==> src/rtl/kdtk_pkg.sv <==
// Shared constants and register codes for the k-nearest-neighbor selection block.
// Used by the front end, the candidate queue, the slot engine and the top level.
package kdtk_pkg;

    localparam int INDEX_BITS    = 20;
    localparam int NC_BITS       = 4;
    localparam int APB_ADDR_BITS = 4;
    localparam int APB_DATA_BITS = 32;
    localparam int QUEUE_DEPTH   = 4;

    localparam logic [NC_BITS-1:0] NC_RESET = 4'd3;

    typedef enum logic [1:0] {
        REG_QUERY_X        = 2'd0,
        REG_QUERY_Y        = 2'd1,
        REG_NEIGHBOR_COUNT = 2'd2
    } t_reg_idx;

endpackage

==> src/rtl/kdtk_front.sv <==
// Front end: accepts candidate points and computes the saturated squared distance
// to the query point in a two-stage pipeline. Depends on kdtk_pkg.
module kdtk_front #(
    parameter int COORD_BITS = 16
) (
    input  logic                                i_clk,
    input  logic                                i_rst_n,
    input  logic                                i_valid,
    output logic                                o_ready,
    input  logic signed [COORD_BITS-1:0]        i_point_x,
    input  logic signed [COORD_BITS-1:0]        i_point_y,
    input  logic [kdtk_pkg::INDEX_BITS-1:0]     i_point_index,
    input  logic                                i_last,
    input  logic [COORD_BITS-1:0]               i_query_x,
    input  logic [COORD_BITS-1:0]               i_query_y,
    input  logic                                i_full,
    output logic                                o_push,
    output logic [2*COORD_BITS:0]               o_dist,
    output logic [kdtk_pkg::INDEX_BITS-1:0]     o_index,
    output logic                                o_last
);
    localparam int DIFF_BITS = COORD_BITS + 1;
    localparam int SQ_BITS   = 2 * COORD_BITS;
    localparam int DIST_BITS = 2 * COORD_BITS + 1;
    localparam logic [DIST_BITS-1:0] DIST_INF = '1;

    logic                                r_v1;
    logic                                r_v2;
    logic signed [DIFF_BITS-1:0]         r_dx;
    logic signed [DIFF_BITS-1:0]         r_dy;
    logic [kdtk_pkg::INDEX_BITS-1:0]     r_idx1;
    logic [kdtk_pkg::INDEX_BITS-1:0]     r_idx2;
    logic                                r_last1;
    logic                                r_last2;
    logic [SQ_BITS-1:0]                  r_sqx;
    logic [SQ_BITS-1:0]                  r_sqy;
    logic                                w_stall;
    logic signed [2*DIFF_BITS-1:0]       w_prod_x;
    logic signed [2*DIFF_BITS-1:0]       w_prod_y;
    logic [DIST_BITS-1:0]                w_sum;

    assign w_stall  = r_v2 && i_full;
    assign o_ready  = !w_stall;
    assign w_prod_x = r_dx * r_dx;
    assign w_prod_y = r_dy * r_dy;
    assign w_sum    = {1'b0, r_sqx} + {1'b0, r_sqy};
    assign o_dist   = (w_sum == DIST_INF) ? (DIST_INF - DIST_BITS'(1)) : w_sum;
    assign o_index  = r_idx2;
    assign o_last   = r_last2;
    assign o_push   = r_v2 && !i_full;

    always_ff @(posedge i_clk) begin
        if (!i_rst_n) begin
            r_v1 <= 1'b0;
            r_v2 <= 1'b0;
        end else if (!w_stall) begin
            r_v1 <= i_valid;
            r_v2 <= r_v1;
        end
    end

    always_ff @(posedge i_clk) begin
        if (!w_stall) begin
            r_dx    <= {i_point_x[COORD_BITS-1], i_point_x}
                     - {i_query_x[COORD_BITS-1], i_query_x};
            r_dy    <= {i_point_y[COORD_BITS-1], i_point_y}
                     - {i_query_y[COORD_BITS-1], i_query_y};
            r_idx1  <= i_point_index;
            r_last1 <= i_last;
            r_sqx   <= w_prod_x[SQ_BITS-1:0];
            r_sqy   <= w_prod_y[SQ_BITS-1:0];
            r_idx2  <= r_idx1;
            r_last2 <= r_last1;
        end
    end

endmodule

==> src/rtl/kdtk_fifo.sv <==
// Short candidate queue between the distance front end and the slot engine.
// Depth comes from kdtk_pkg; entries are held in flip-flops.
module kdtk_fifo #(
    parameter int WIDTH = 54
) (
    input  logic             i_clk,
    input  logic             i_rst_n,
    input  logic             i_push,
    input  logic [WIDTH-1:0] i_data,
    input  logic             i_pop,
    output logic [WIDTH-1:0] o_data,
    output logic             o_empty,
    output logic             o_full
);
    import kdtk_pkg::*;

    localparam int PTR_BITS = $clog2(QUEUE_DEPTH);
    localparam int CNT_BITS = $clog2(QUEUE_DEPTH + 1);

    logic [WIDTH-1:0]    r_mem [QUEUE_DEPTH];
    logic [PTR_BITS-1:0] r_wr;
    logic [PTR_BITS-1:0] r_rd;
    logic [CNT_BITS-1:0] r_count;

    assign o_data  = r_mem[r_rd];
    assign o_empty = (r_count == '0);
    assign o_full  = (r_count == CNT_BITS'(QUEUE_DEPTH));

    always_ff @(posedge i_clk) begin
        if (i_push) begin
            r_mem[r_wr] <= i_data;
        end
    end

    always_ff @(posedge i_clk) begin
        if (!i_rst_n) begin
            r_wr    <= '0;
            r_rd    <= '0;
            r_count <= '0;
        end else begin
            if (i_push) begin
                r_wr <= r_wr + PTR_BITS'(1);
            end
            if (i_pop) begin
                r_rd <= r_rd + PTR_BITS'(1);
            end
            case ({i_push, i_pop})
                2'b10:   r_count <= r_count + CNT_BITS'(1);
                2'b01:   r_count <= r_count - CNT_BITS'(1);
                default: r_count <= r_count;
            endcase
        end
    end

    a_no_overflow: assert property (@(posedge i_clk) disable iff (!i_rst_n)
        i_push |-> !o_full)
        else $error("Candidate queue written while full.");

    a_no_underflow: assert property (@(posedge i_clk) disable iff (!i_rst_n)
        i_pop |-> !o_empty)
        else $error("Candidate queue read while empty.");

endmodule

==> src/rtl/kdtk_back.sv <==
// Slot engine: scans the kept slots for the farthest one, replaces it with a closer
// candidate, and on the last candidate emits the active slots and clears all slots. Depends on kdtk_pkg.
module kdtk_back #(
    parameter int MAX_NEIGHBORS = 8,
    parameter int COORD_BITS    = 16
) (
    input  logic                                i_clk,
    input  logic                                i_rst_n,
    input  logic                                i_q_empty,
    output logic                                o_q_pop,
    input  logic [2*COORD_BITS:0]               i_dist,
    input  logic [kdtk_pkg::INDEX_BITS-1:0]     i_index,
    input  logic                                i_last,
    input  logic [kdtk_pkg::NC_BITS-1:0]        i_neighbor_count,
    output logic                                o_valid,
    input  logic                                i_ready,
    output logic [kdtk_pkg::INDEX_BITS-1:0]     o_neighbor_index,
    output logic [2*COORD_BITS:0]               o_neighbor_distance_sq,
    output logic                                o_neighbor_valid,
    output logic                                o_last_result
);
    import kdtk_pkg::*;

    localparam int DIST_BITS = 2 * COORD_BITS + 1;
    localparam int SLOT_BITS = (MAX_NEIGHBORS > 1) ? $clog2(MAX_NEIGHBORS) : 1;
    localparam int K_BITS    = $clog2(MAX_NEIGHBORS + 1);
    localparam int CMP_BITS  = (K_BITS > NC_BITS) ? K_BITS : NC_BITS;
    localparam logic [DIST_BITS-1:0] DIST_INF = '1;

    typedef enum logic [1:0] {
        S_IDLE,
        S_SCAN,
        S_UPDATE,
        S_EMIT
    } t_state;

    t_state                   r_state;
    logic [DIST_BITS-1:0]     r_dist [MAX_NEIGHBORS];
    logic [INDEX_BITS-1:0]    r_idx  [MAX_NEIGHBORS];
    logic [MAX_NEIGHBORS-1:0] r_valid;
    logic [DIST_BITS-1:0]     r_cand_dist;
    logic [INDEX_BITS-1:0]    r_cand_index;
    logic                     r_cand_last;
    logic [K_BITS-1:0]        r_k;
    logic [SLOT_BITS-1:0]     r_scan;
    logic [DIST_BITS-1:0]     r_far_dist;
    logic [SLOT_BITS-1:0]     r_far_slot;
    logic                     r_out_valid;
    logic [INDEX_BITS-1:0]    r_out_index;
    logic [DIST_BITS-1:0]     r_out_dist;
    logic                     r_out_nv;
    logic                     r_out_last;

    logic [CMP_BITS-1:0]      w_nc;
    logic [K_BITS-1:0]        w_k;
    logic [DIST_BITS-1:0]     w_rd_dist;
    logic                     w_scan_last;
    logic                     w_out_free;

    always_comb begin
        w_nc = CMP_BITS'(i_neighbor_count);
        if (w_nc == '0) begin
            w_k = K_BITS'(1);
        end else if (w_nc > CMP_BITS'(MAX_NEIGHBORS)) begin
            w_k = K_BITS'(MAX_NEIGHBORS);
        end else begin
            w_k = w_nc[K_BITS-1:0];
        end
    end

    assign w_rd_dist   = r_valid[r_scan] ? r_dist[r_scan] : DIST_INF;
    assign w_scan_last = (K_BITS'(r_scan) == (r_k - K_BITS'(1)));
    assign w_out_free  = !r_out_valid || i_ready;
    assign o_q_pop     = (r_state == S_IDLE) && !i_q_empty;

    assign o_valid                = r_out_valid;
    assign o_neighbor_index       = r_out_index;
    assign o_neighbor_distance_sq = r_out_dist;
    assign o_neighbor_valid       = r_out_nv;
    assign o_last_result          = r_out_last;

    always_ff @(posedge i_clk) begin
        if (!i_rst_n) begin
            r_state     <= S_IDLE;
            r_valid     <= '0;
            r_out_valid <= 1'b0;
        end else begin
            if (r_state == S_EMIT && w_out_free) begin
                r_out_valid <= 1'b1;
            end else if (i_ready) begin
                r_out_valid <= 1'b0;
            end
            unique case (r_state)
                S_IDLE: begin
                    if (!i_q_empty) begin
                        r_cand_dist  <= i_dist;
                        r_cand_index <= i_index;
                        r_cand_last  <= i_last;
                        r_k          <= w_k;
                        r_scan       <= '0;
                        r_state      <= S_SCAN;
                    end
                end
                S_SCAN: begin
                    if (r_scan == '0 || w_rd_dist > r_far_dist) begin
                        r_far_dist <= w_rd_dist;
                        r_far_slot <= r_scan;
                    end
                    if (w_scan_last) begin
                        r_state <= S_UPDATE;
                    end else begin
                        r_scan <= r_scan + SLOT_BITS'(1);
                    end
                end
                S_UPDATE: begin
                    if (r_cand_dist < r_far_dist) begin
                        r_dist[r_far_slot]  <= r_cand_dist;
                        r_idx[r_far_slot]   <= r_cand_index;
                        r_valid[r_far_slot] <= 1'b1;
                    end
                    r_scan  <= '0;
                    r_state <= r_cand_last ? S_EMIT : S_IDLE;
                end
                S_EMIT: begin
                    if (w_out_free) begin
                        r_out_index <= r_valid[r_scan] ? r_idx[r_scan] : '0;
                        r_out_dist  <= w_rd_dist;
                        r_out_nv    <= r_valid[r_scan];
                        r_out_last  <= w_scan_last;
                        if (w_scan_last) begin
                            r_valid <= '0;
                            r_state <= S_IDLE;
                        end else begin
                            r_scan <= r_scan + SLOT_BITS'(1);
                        end
                    end
                end
                default: r_state <= S_IDLE;
            endcase
        end
    end

    a_scan_in_range: assert property (@(posedge i_clk) disable iff (!i_rst_n)
        (r_state == S_SCAN || r_state == S_EMIT) |-> (K_BITS'(r_scan) < r_k))
        else $error("Slot pointer beyond the active neighbor count.");

    a_clear_on_last: assert property (@(posedge i_clk) disable iff (!i_rst_n)
        (r_state == S_EMIT && w_out_free && w_scan_last)
        |=> (r_valid == '0 && r_out_valid && r_out_last && r_state == S_IDLE))
        else $error("Slots not cleared after the final result was issued.");

    a_pop_starts_scan: assert property (@(posedge i_clk) disable iff (!i_rst_n)
        o_q_pop |=> (r_state == S_SCAN && r_scan == '0))
        else $error("Candidate taken from the queue without starting a scan.");

endmodule

==> src/rtl/knn_distance_top_k_core.sv <==
// Top level of the k-nearest-neighbor selection block: APB register file, distance
// front end, candidate queue and slot engine. Depends on kdtk_pkg and the kdtk_* modules.
//
// The block keeps the k points closest to a query point set over APB (query_x at 0x0,
// query_y at 0x4, neighbor_count at 0x8; a count of 0 acts as 1 and one above
// MAX_NEIGHBORS acts as MAX_NEIGHBORS). Candidates enter on the slave stream at up to
// one per cycle, while the queue is not full, into a two-stage distance pipeline and a
// four-entry queue. The slot engine then takes each candidate from the queue, scans the
// slots for the farthest one (one slot per cycle), and replaces that slot if the candidate
// is strictly closer. After a candidate marked with tlast, the engine issues k results, one
// slot per cycle in slot order while the master stream accepts, flags empty slots as not
// valid with an all-ones distance, marks the final one with tlast, and clears all slots.
// The engine takes no new candidate from the queue until it is through with the last one.
module knn_distance_top_k_core #(
    parameter int MAX_NEIGHBORS = 8,
    parameter int COORD_BITS    = 16,
    localparam int S_TDATA_BITS = ((2 * COORD_BITS + kdtk_pkg::INDEX_BITS + 7) / 8) * 8,
    localparam int M_TDATA_BITS = ((2 * COORD_BITS + 1 + kdtk_pkg::INDEX_BITS + 7) / 8) * 8
) (
    input  logic                                i_clk,
    input  logic                                i_rst_n,
    // APB configuration port
    input  logic                                psel,
    input  logic                                penable,
    input  logic                                pwrite,
    input  logic [kdtk_pkg::APB_ADDR_BITS-1:0]  paddr,
    input  logic [kdtk_pkg::APB_DATA_BITS-1:0]  pwdata,
    output logic [kdtk_pkg::APB_DATA_BITS-1:0]  prdata,
    output logic                                pready,
    // Candidate stream
    input  logic                                i_s_tvalid,
    output logic                                o_s_tready,
    input  logic [S_TDATA_BITS-1:0]             i_s_tdata,  // point_x, point_y, point_index
    input  logic                                i_s_tlast,  // last_candidate
    // Neighbor stream
    output logic                                o_m_tvalid,
    input  logic                                i_m_tready,
    output logic [M_TDATA_BITS-1:0]             o_m_tdata,  // neighbor_index, neighbor_distance_sq
    output logic                                o_m_tuser,  // neighbor_valid
    output logic                                o_m_tlast   // last_result
);
    import kdtk_pkg::*;

    localparam int DIST_BITS = 2 * COORD_BITS + 1;
    localparam int Q_BITS    = DIST_BITS + INDEX_BITS + 1;

    logic [COORD_BITS-1:0]  r_query_x;
    logic [COORD_BITS-1:0]  r_query_y;
    logic [NC_BITS-1:0]     r_neighbor_count;

    logic                   w_wr;
    t_reg_idx               w_reg;
    logic                   w_push;
    logic                   w_pop;
    logic                   w_full;
    logic                   w_empty;
    logic [DIST_BITS-1:0]   w_f_dist;
    logic [INDEX_BITS-1:0]  w_f_index;
    logic                   w_f_last;
    logic [Q_BITS-1:0]      w_q_in;
    logic [Q_BITS-1:0]      w_q_out;
    logic [INDEX_BITS-1:0]  w_nb_index;
    logic [DIST_BITS-1:0]   w_nb_dist;

    assign pready = 1'b1;
    assign w_wr   = psel && penable && pwrite && pready;
    assign w_reg  = t_reg_idx'(paddr[APB_ADDR_BITS-1:2]);

    always_ff @(posedge i_clk) begin
        if (!i_rst_n) begin
            r_query_x        <= '0;
            r_query_y        <= '0;
            r_neighbor_count <= NC_RESET;
        end else if (w_wr) begin
            unique case (w_reg)
                REG_QUERY_X:        r_query_x        <= pwdata[COORD_BITS-1:0];
                REG_QUERY_Y:        r_query_y        <= pwdata[COORD_BITS-1:0];
                REG_NEIGHBOR_COUNT: r_neighbor_count <= pwdata[NC_BITS-1:0];
                default: ;
            endcase
        end
    end

    always_comb begin
        unique case (w_reg)
            REG_QUERY_X:        prdata = APB_DATA_BITS'(r_query_x);
            REG_QUERY_Y:        prdata = APB_DATA_BITS'(r_query_y);
            REG_NEIGHBOR_COUNT: prdata = APB_DATA_BITS'(r_neighbor_count);
            default:            prdata = '0;
        endcase
    end

    kdtk_front #(
        .COORD_BITS (COORD_BITS)
    ) u_front (
        .i_clk         (i_clk),
        .i_rst_n       (i_rst_n),
        .i_valid       (i_s_tvalid),
        .o_ready       (o_s_tready),
        .i_point_x     (i_s_tdata[COORD_BITS-1:0]),
        .i_point_y     (i_s_tdata[2*COORD_BITS-1:COORD_BITS]),
        .i_point_index (i_s_tdata[2*COORD_BITS+INDEX_BITS-1:2*COORD_BITS]),
        .i_last        (i_s_tlast),
        .i_query_x     (r_query_x),
        .i_query_y     (r_query_y),
        .i_full        (w_full),
        .o_push        (w_push),
        .o_dist        (w_f_dist),
        .o_index       (w_f_index),
        .o_last        (w_f_last)
    );

    assign w_q_in = {w_f_last, w_f_index, w_f_dist};

    kdtk_fifo #(
        .WIDTH (Q_BITS)
    ) u_queue (
        .i_clk   (i_clk),
        .i_rst_n (i_rst_n),
        .i_push  (w_push),
        .i_data  (w_q_in),
        .i_pop   (w_pop),
        .o_data  (w_q_out),
        .o_empty (w_empty),
        .o_full  (w_full)
    );

    kdtk_back #(
        .MAX_NEIGHBORS (MAX_NEIGHBORS),
        .COORD_BITS    (COORD_BITS)
    ) u_back (
        .i_clk                  (i_clk),
        .i_rst_n                (i_rst_n),
        .i_q_empty              (w_empty),
        .o_q_pop                (w_pop),
        .i_dist                 (w_q_out[DIST_BITS-1:0]),
        .i_index                (w_q_out[DIST_BITS+INDEX_BITS-1:DIST_BITS]),
        .i_last                 (w_q_out[Q_BITS-1]),
        .i_neighbor_count       (r_neighbor_count),
        .o_valid                (o_m_tvalid),
        .i_ready                (i_m_tready),
        .o_neighbor_index       (w_nb_index),
        .o_neighbor_distance_sq (w_nb_dist),
        .o_neighbor_valid       (o_m_tuser),
        .o_last_result          (o_m_tlast)
    );

    assign o_m_tdata = M_TDATA_BITS'({w_nb_dist, w_nb_index});

endmodule

==> config.mk <==
export PLATFORM = sky130hd
export DESIGN_NAME = knn_distance_top_k_core
export DESIGN_NICKNAME = d
export VERILOG_FILES = /design/src/rtl/kdtk_pkg.sv /design/src/rtl/kdtk_front.sv /design/src/rtl/kdtk_fifo.sv /design/src/rtl/kdtk_back.sv /design/src/rtl/knn_distance_top_k_core.sv
export SDC_FILE = /design/constraint.sdc
export NUM_CORES = 2
export LEC_CHECK = 0
export ABC_CLOCK_PERIOD_IN_PS = 7400
export BUFFER_PORTS_ARGS = -buffer_cell sky130_fd_sc_hd__buf_2
export CAP_MARGIN = 20
export CORE_MARGIN = 1
export CORE_UTILIZATION = 55
export CTS_CLUSTER_SIZE = 14
export DETAILED_ROUTE_END_ITERATION = 7
export PLACE_DENSITY_LB_ADDON = 0.15
export SETUP_SLACK_MARGIN = 0.4
export SLEW_MARGIN = 20
export SYNTH_ARGS = -nofsm -noshare
export SYNTH_HDL_FRONTEND = slang
export SYNTH_SLANG_ARGS = --single-unit
==> constraint.sdc <==
create_clock -name i_clk -period 7.4 [get_ports i_clk]
set_clock_uncertainty 0.05 [all_clocks]
set_input_delay 1.48 -clock i_clk [delete_from_list [all_inputs] [get_ports i_clk]]
set_output_delay 1.48 -clock i_clk [all_outputs]
set_load 0.1 [all_outputs]
==> results_tabular.tex <==
\begin{tabular}{lr}
\hline
Metric & Value \\
\hline
\multicolumn{2}{l}{\textbf{Run status}} \\
Status & finished clean \\
\multicolumn{2}{l}{\textbf{STA}} \\
Maximum frequency from static timing analysis & 149 MHz \\
Total count of hold-check failures in the final report & 0 \\
Setup repair after global routing missed its margin & no \\
Count of final setup violators & 0 \\
Smallest setup slack after layout & 0.668 ns \\
Tmin final & 6.73 ns \\
Part of the cycle the worst path needs & 91.0\% \\
Final count of pins violating max slew & 0 \\
Remaining max-slew budget at the tightest pin & 28.2\% \\
Tightest Pin Transition & 1.07 ns \\
\multicolumn{2}{l}{\textbf{Setup path}} \\
Critical Path Slowest Stage Cell & sky130\_fd\_sc\_hd\_\_edfxtp\_1 \\
Largest stage delay on the critical path & 0.60 ns \\
CP Launch Point & u\_front.r\_dy[11]\$\_DFFE\_PN\_ \\
Most frequent cell on the critical path & sky130\_fd\_sc\_hd\_\_fa\_1 \\
Family with the most delay on the worst path & adder cells \\
Setup crit start kind & flip-flop \\
Worst path buffer plus inverter count & 5 \\
Path depth of the worst reg2reg path & 23 \\
Required time reported for the critical path endpoint & 7.78 ns \\
List of cells traversed by the critical path & nand2\_1 -> inv\_1 -> fa\_1 -> inv\_1 -> fa\_1 -> fa\_1 -> inv\_1 -> fa\_1 -> fa\_1 -> inv\_1 -> fa\_1 -> inv\_1 -> ha\_1 -> o21a\_1 -> o21a\_1 -> o21a\_1 -> o21ai\_0 -> o21ai\_0 -> o21a\_1 -> a221o\_1 -> a41oi\_1 -> a21oi\_1 -> xor2\_1 \\
Largest fanout of any net on the critical path & 9 \\
Crit path arrival time & 7.11 ns \\
Worst setup slack for register-to-register paths & 0.67 ns \\
Setup Crit Path Kind & flip-flop to flip-flop \\
R2R Path Start & u\_front.r\_dy[11]\$\_DFFE\_PN\_ \\
Setup crit end kind & flip-flop \\
Reg2Reg Capture Point & u\_front.r\_sqy[30]\$\_DFFE\_PN\_ \\
\multicolumn{2}{l}{\textbf{Yosys}} \\
Fraction of synthesis flops using an asynchronous set or reset pin & 0\% \\
Count of different cell masters after synthesis & 81 \\
Count of warnings emitted by yosys & 0 \\
Predominant post-synthesis flop cell & sky130\_fd\_sc\_hd\_\_edfxtp\_1 \\
Synthesized area per cell & 13.6 µm² \\
Cells after Synth & 4,334 \\
Number of synthesized flops with an enable pin & 930 \\
FF+latch count, synth & 989 \\
Synthesized cell area & 0.0590 mm² \\
Proportion of synthesized chip area in sequential cells & 49.3\% \\
\multicolumn{2}{l}{\textbf{Route}} \\
Violation count after the first detailed-route iteration & 1,661 \\
First-pass iteration count of the detailed router & 5 \\
Wirelength per Cell & 19.7 µm \\
Number of routed nets with antenna violations & 0 \\
Number of vias in the routed layout & 32,400 \\
Total Wirelength & 119,000 µm \\
Routed vias/inst & 5.38 \\
Final routed DRC violation total & 0 \\
\multicolumn{2}{l}{\textbf{Global routing}} \\
Antenna violations before repair & 9 \\
Largest net degree at the start of global routing & 56 \\
Total global-route track usage & 22.8\% \\
Wire length of the first global-routing pass & 189,000 µm \\
Vias in the first global route & 34,500 \\
Overall overflow remaining after global route & 0 \\
\multicolumn{2}{l}{\textbf{Clock tree}} \\
Number of sinks on the clock net & 989 \\
Total clock buffers created by CTS & 100 \\
Clock edge transition at the registers on the reported setup and hold paths & 0.06 ns \\
Clk Latency, worst-skew pair & 0.69 ns \\
Depth of the CTS H-tree & 3 \\
\# hold bufs at CTS & 0 \\
CTS root buffer & sky130\_fd\_sc\_hd\_\_clkbuf\_16 \\
Max clock buf depth & 3 \\
Clock tree from TritonCTS & built \\
\multicolumn{2}{l}{\textbf{Floorplan}} \\
Floorplan die width & 330 µm \\
Rows & 119 \\
Floorplan die area & 0.109 mm² \\
Die Ht & 330 µm \\
Initial cell density of the core & 55.7\% \\
Floorplan core area & 0.106 mm² \\
Top-Level Pins & 193 \\
\multicolumn{2}{l}{\textbf{Final layout}} \\
Sequential cell area & 0.0291 mm² \\
Fraction of layout cells with a size suffix above 1 & 13.1\% \\
Core utilization of the finished layout & 61.7\% \\
Multi-input logic area & 0.0264 mm² \\
Filler cell count & 8,092 \\
Final cell count without fillers & 6,034 \\
Area Growth Syn to Fin & 10.7\% \\
Final Net Count & 5,482 \\
\multicolumn{2}{l}{\textbf{Placement}} \\
Cell Count Post-Placement & 5,838 \\
Pre-CTS worst setup slack & 0.476 ns \\
Total half-perimeter wirelength after legalization and detailed placement & 86,000 µm \\
I/O Buffers & 150 \\
Final GP Congestion & 0.840 \\
\multicolumn{2}{l}{\textbf{Worst hold path}} \\
Worst hold endpoint & u\_front.o\_index[2]\$\_DFFE\_PN\_ \\
Startpoint of the most critical hold path & u\_front.r\_idx1[2]\$\_DFFE\_PN\_ \\
WHS Path Cells & 0 \\
Path type of the worst min-delay path & flip-flop to flip-flop \\
\multicolumn{2}{l}{\textbf{Job}} \\
Number of max-capacitance violations reported & 0 \\
\hline
\end{tabular}
==> layout by cell type, fill, tap and decap left out, drive strengths merged, types with 61 or more instances in the layout <==
| cell | count |
|---|---|
| fa | 515 |
| ha | 301 |
| clkbuf | 111 |
| xnor2 | 110 |
| nor2 | 142 |
| mux4 | 162 |
| a21oi | 84 |
| buf | 252 |
| inv | 801 |
| and2 | 115 |
| mux2i | 75 |
| edfxtp | 930 |
| o21ai | 78 |
| nand2 | 336 |
| a21o | 61 |
==> state kept, by name, indices dropped and copies added (netlist names), 4 cells and up, named ones only <==
signal and count:
u_front.r_sqy 31, u_queue.r_mem 216, u_front.r_dy 17, u_back.r_far_dist 33, u_back.o_neighbor_distance_sq 33, u_back.r_valid 8
r_query_y 16, u_front.r_dx 17, u_back.r_dist 264, u_back.o_neighbor_index 20, r_query_x 16, u_back.r_cand_index 20
u_front.r_idx1 20, r_neighbor_count 4, u_back.r_idx 160, u_back.r_cand_dist 33, u_back.r_k 4, u_front.r_sqx 31
u_front.o_index 20
==> cell families (layout without fill, tap and decap cells) <==
group,count (synthesis),in the layout,share of synthesized area (%)
flip-flops,989,989,49.3
buffers and inverters,939,1229,6.10
AND/OR/NAND/NOR,820,820,6.63
adder cells (fa/ha/maj),816,816,23.9
AO/OA/AOI/OAI,386,386,4.44
multiplexers,240,240,7.51
XOR/XNOR,142,142,2.11
other,2,21,0.0127
==> metrics by stage <==
stage / cell area, µm² / TNS [ns] / hold WS [ns]
2_1_floorplan: 59100 / -88.16 / 0.350
3_3_place_gp: 61700 / 0 / 0.351
3_5_place_dp: 61700 / 0 / 0.355
4_1_cts: 65100 / 0 / 0.357
5_1_grt: 65300 / 0 / 0.356
6_report: 65300 / 0 / 0.358
==> worst reg2reg max path: cells and delay by family (launching register included) <==
kind	cells	cell delay [ns]
compound gates	9	1.89
fa+ha+maj	7	3.32
simple gates	1	0.21
buf+inv	5	0.27
flops	1	0.60
xor+xnor	1	0.15
==> synth_stat cells (4+ instances only) <==
cell,n,area [µm²]
sky130_fd_sc_hd__buf_4,20,150
sky130_fd_sc_hd__a21oi_1,84,420
sky130_fd_sc_hd__nand3_1,28,140
sky130_fd_sc_hd__a211oi_1,14,105
sky130_fd_sc_hd__nand2b_1,26,163
sky130_fd_sc_hd__buf_1,23,86.3
sky130_fd_sc_hd__and3_1,12,75.1
sky130_fd_sc_hd__edfxtp_1,930,27900
sky130_fd_sc_hd__o21a_1,20,150
sky130_fd_sc_hd__a31o_2,6,52.6
sky130_fd_sc_hd__nor2b_1,51,319
sky130_fd_sc_hd__o211ai_1,9,67.6
sky130_fd_sc_hd__nor3_1,36,180
sky130_fd_sc_hd__a31oi_1,5,31.3
sky130_fd_sc_hd__o41ai_1,5,43.8
sky130_fd_sc_hd__nor4_1,10,62.6
sky130_fd_sc_hd__fa_1,515,10300
sky130_fd_sc_hd__a21boi_0,46,345
sky130_fd_sc_hd__a21o_1,61,458
sky130_fd_sc_hd__and4_1,9,78.8
sky130_fd_sc_hd__mux2i_1,75,751
sky130_fd_sc_hd__mux4_2,162,3650
sky130_fd_sc_hd__and2_1,115,719
sky130_fd_sc_hd__nor2_1,142,533
sky130_fd_sc_hd__o21ai_0,73,365
sky130_fd_sc_hd__inv_1,798,3000
sky130_fd_sc_hd__nand2_1,336,1260
sky130_fd_sc_hd__o21bai_1,5,37.5
sky130_fd_sc_hd__clkbuf_1,96,360
sky130_fd_sc_hd__dfxtp_1,59,1180
sky130_fd_sc_hd__xor2_1,32,280
sky130_fd_sc_hd__a21boi_1,4,30.0
sky130_fd_sc_hd__o31ai_1,7,52.6
sky130_fd_sc_hd__ha_1,301,3770
sky130_fd_sc_hd__nor3b_1,4,30.0
sky130_fd_sc_hd__or3_1,12,75.1
sky130_fd_sc_hd__xnor2_1,110,963
sky130_fd_sc_hd__nand4_1,24,150
==> worst max-delay path by stage <==
stage,endpoint,slack [ns],cells past startpoint
floorplan,u_back.r_dist[5][0]$_DFFE_PP_,-0.55,11
global placement,u_front.r_sqy[30]$_DFFE_PN_,0.53,23
detailed placement,u_front.r_sqy[30]$_DFFE_PN_,0.48,22
CTS,u_front.r_sqy[30]$_DFFE_PN_,0.51,22
global route,u_front.r_sqy[28]$_DFFE_PN_,0.42,23
finish,u_front.r_sqy[30]$_DFFE_PN_,0.67,23
==> timing repair <==
item	4_1_cts	5_1_grt
resized for setup	0	1
setup buffers	0	17
setup endpoints to repair	0	8
==> metal layers <==
layer / track usage [%] / part of all wire [%] / vias to the layer above
li1: - / - / 15200
met4: 5.32 / 1.9 / 12
met1: 29.9 / 42 / 16400
met2: 40.1 / 52 / 667
met3: 3.47 / 4.6 / 159
met5: 0 / 0.058 / -
==> cell type report <==
type | instances | area share, %
Antenna cell | 1 | 0.00383
Multi-Input combinational cell | 2424 | 40.5
Inverter | 799 | 4.60
Sequential cell | 989 | 44.6
Tap cell | 1391 | 2.66
Clock buffer | 111 | 3.89
Timing Repair Buffer | 252 | 2.46
Clock inverter | 67 | 1.30
Power is left out: the tool's default activity adds up to more than one toggle a clock period on the data nets, which glitch-free logic cannot reach.
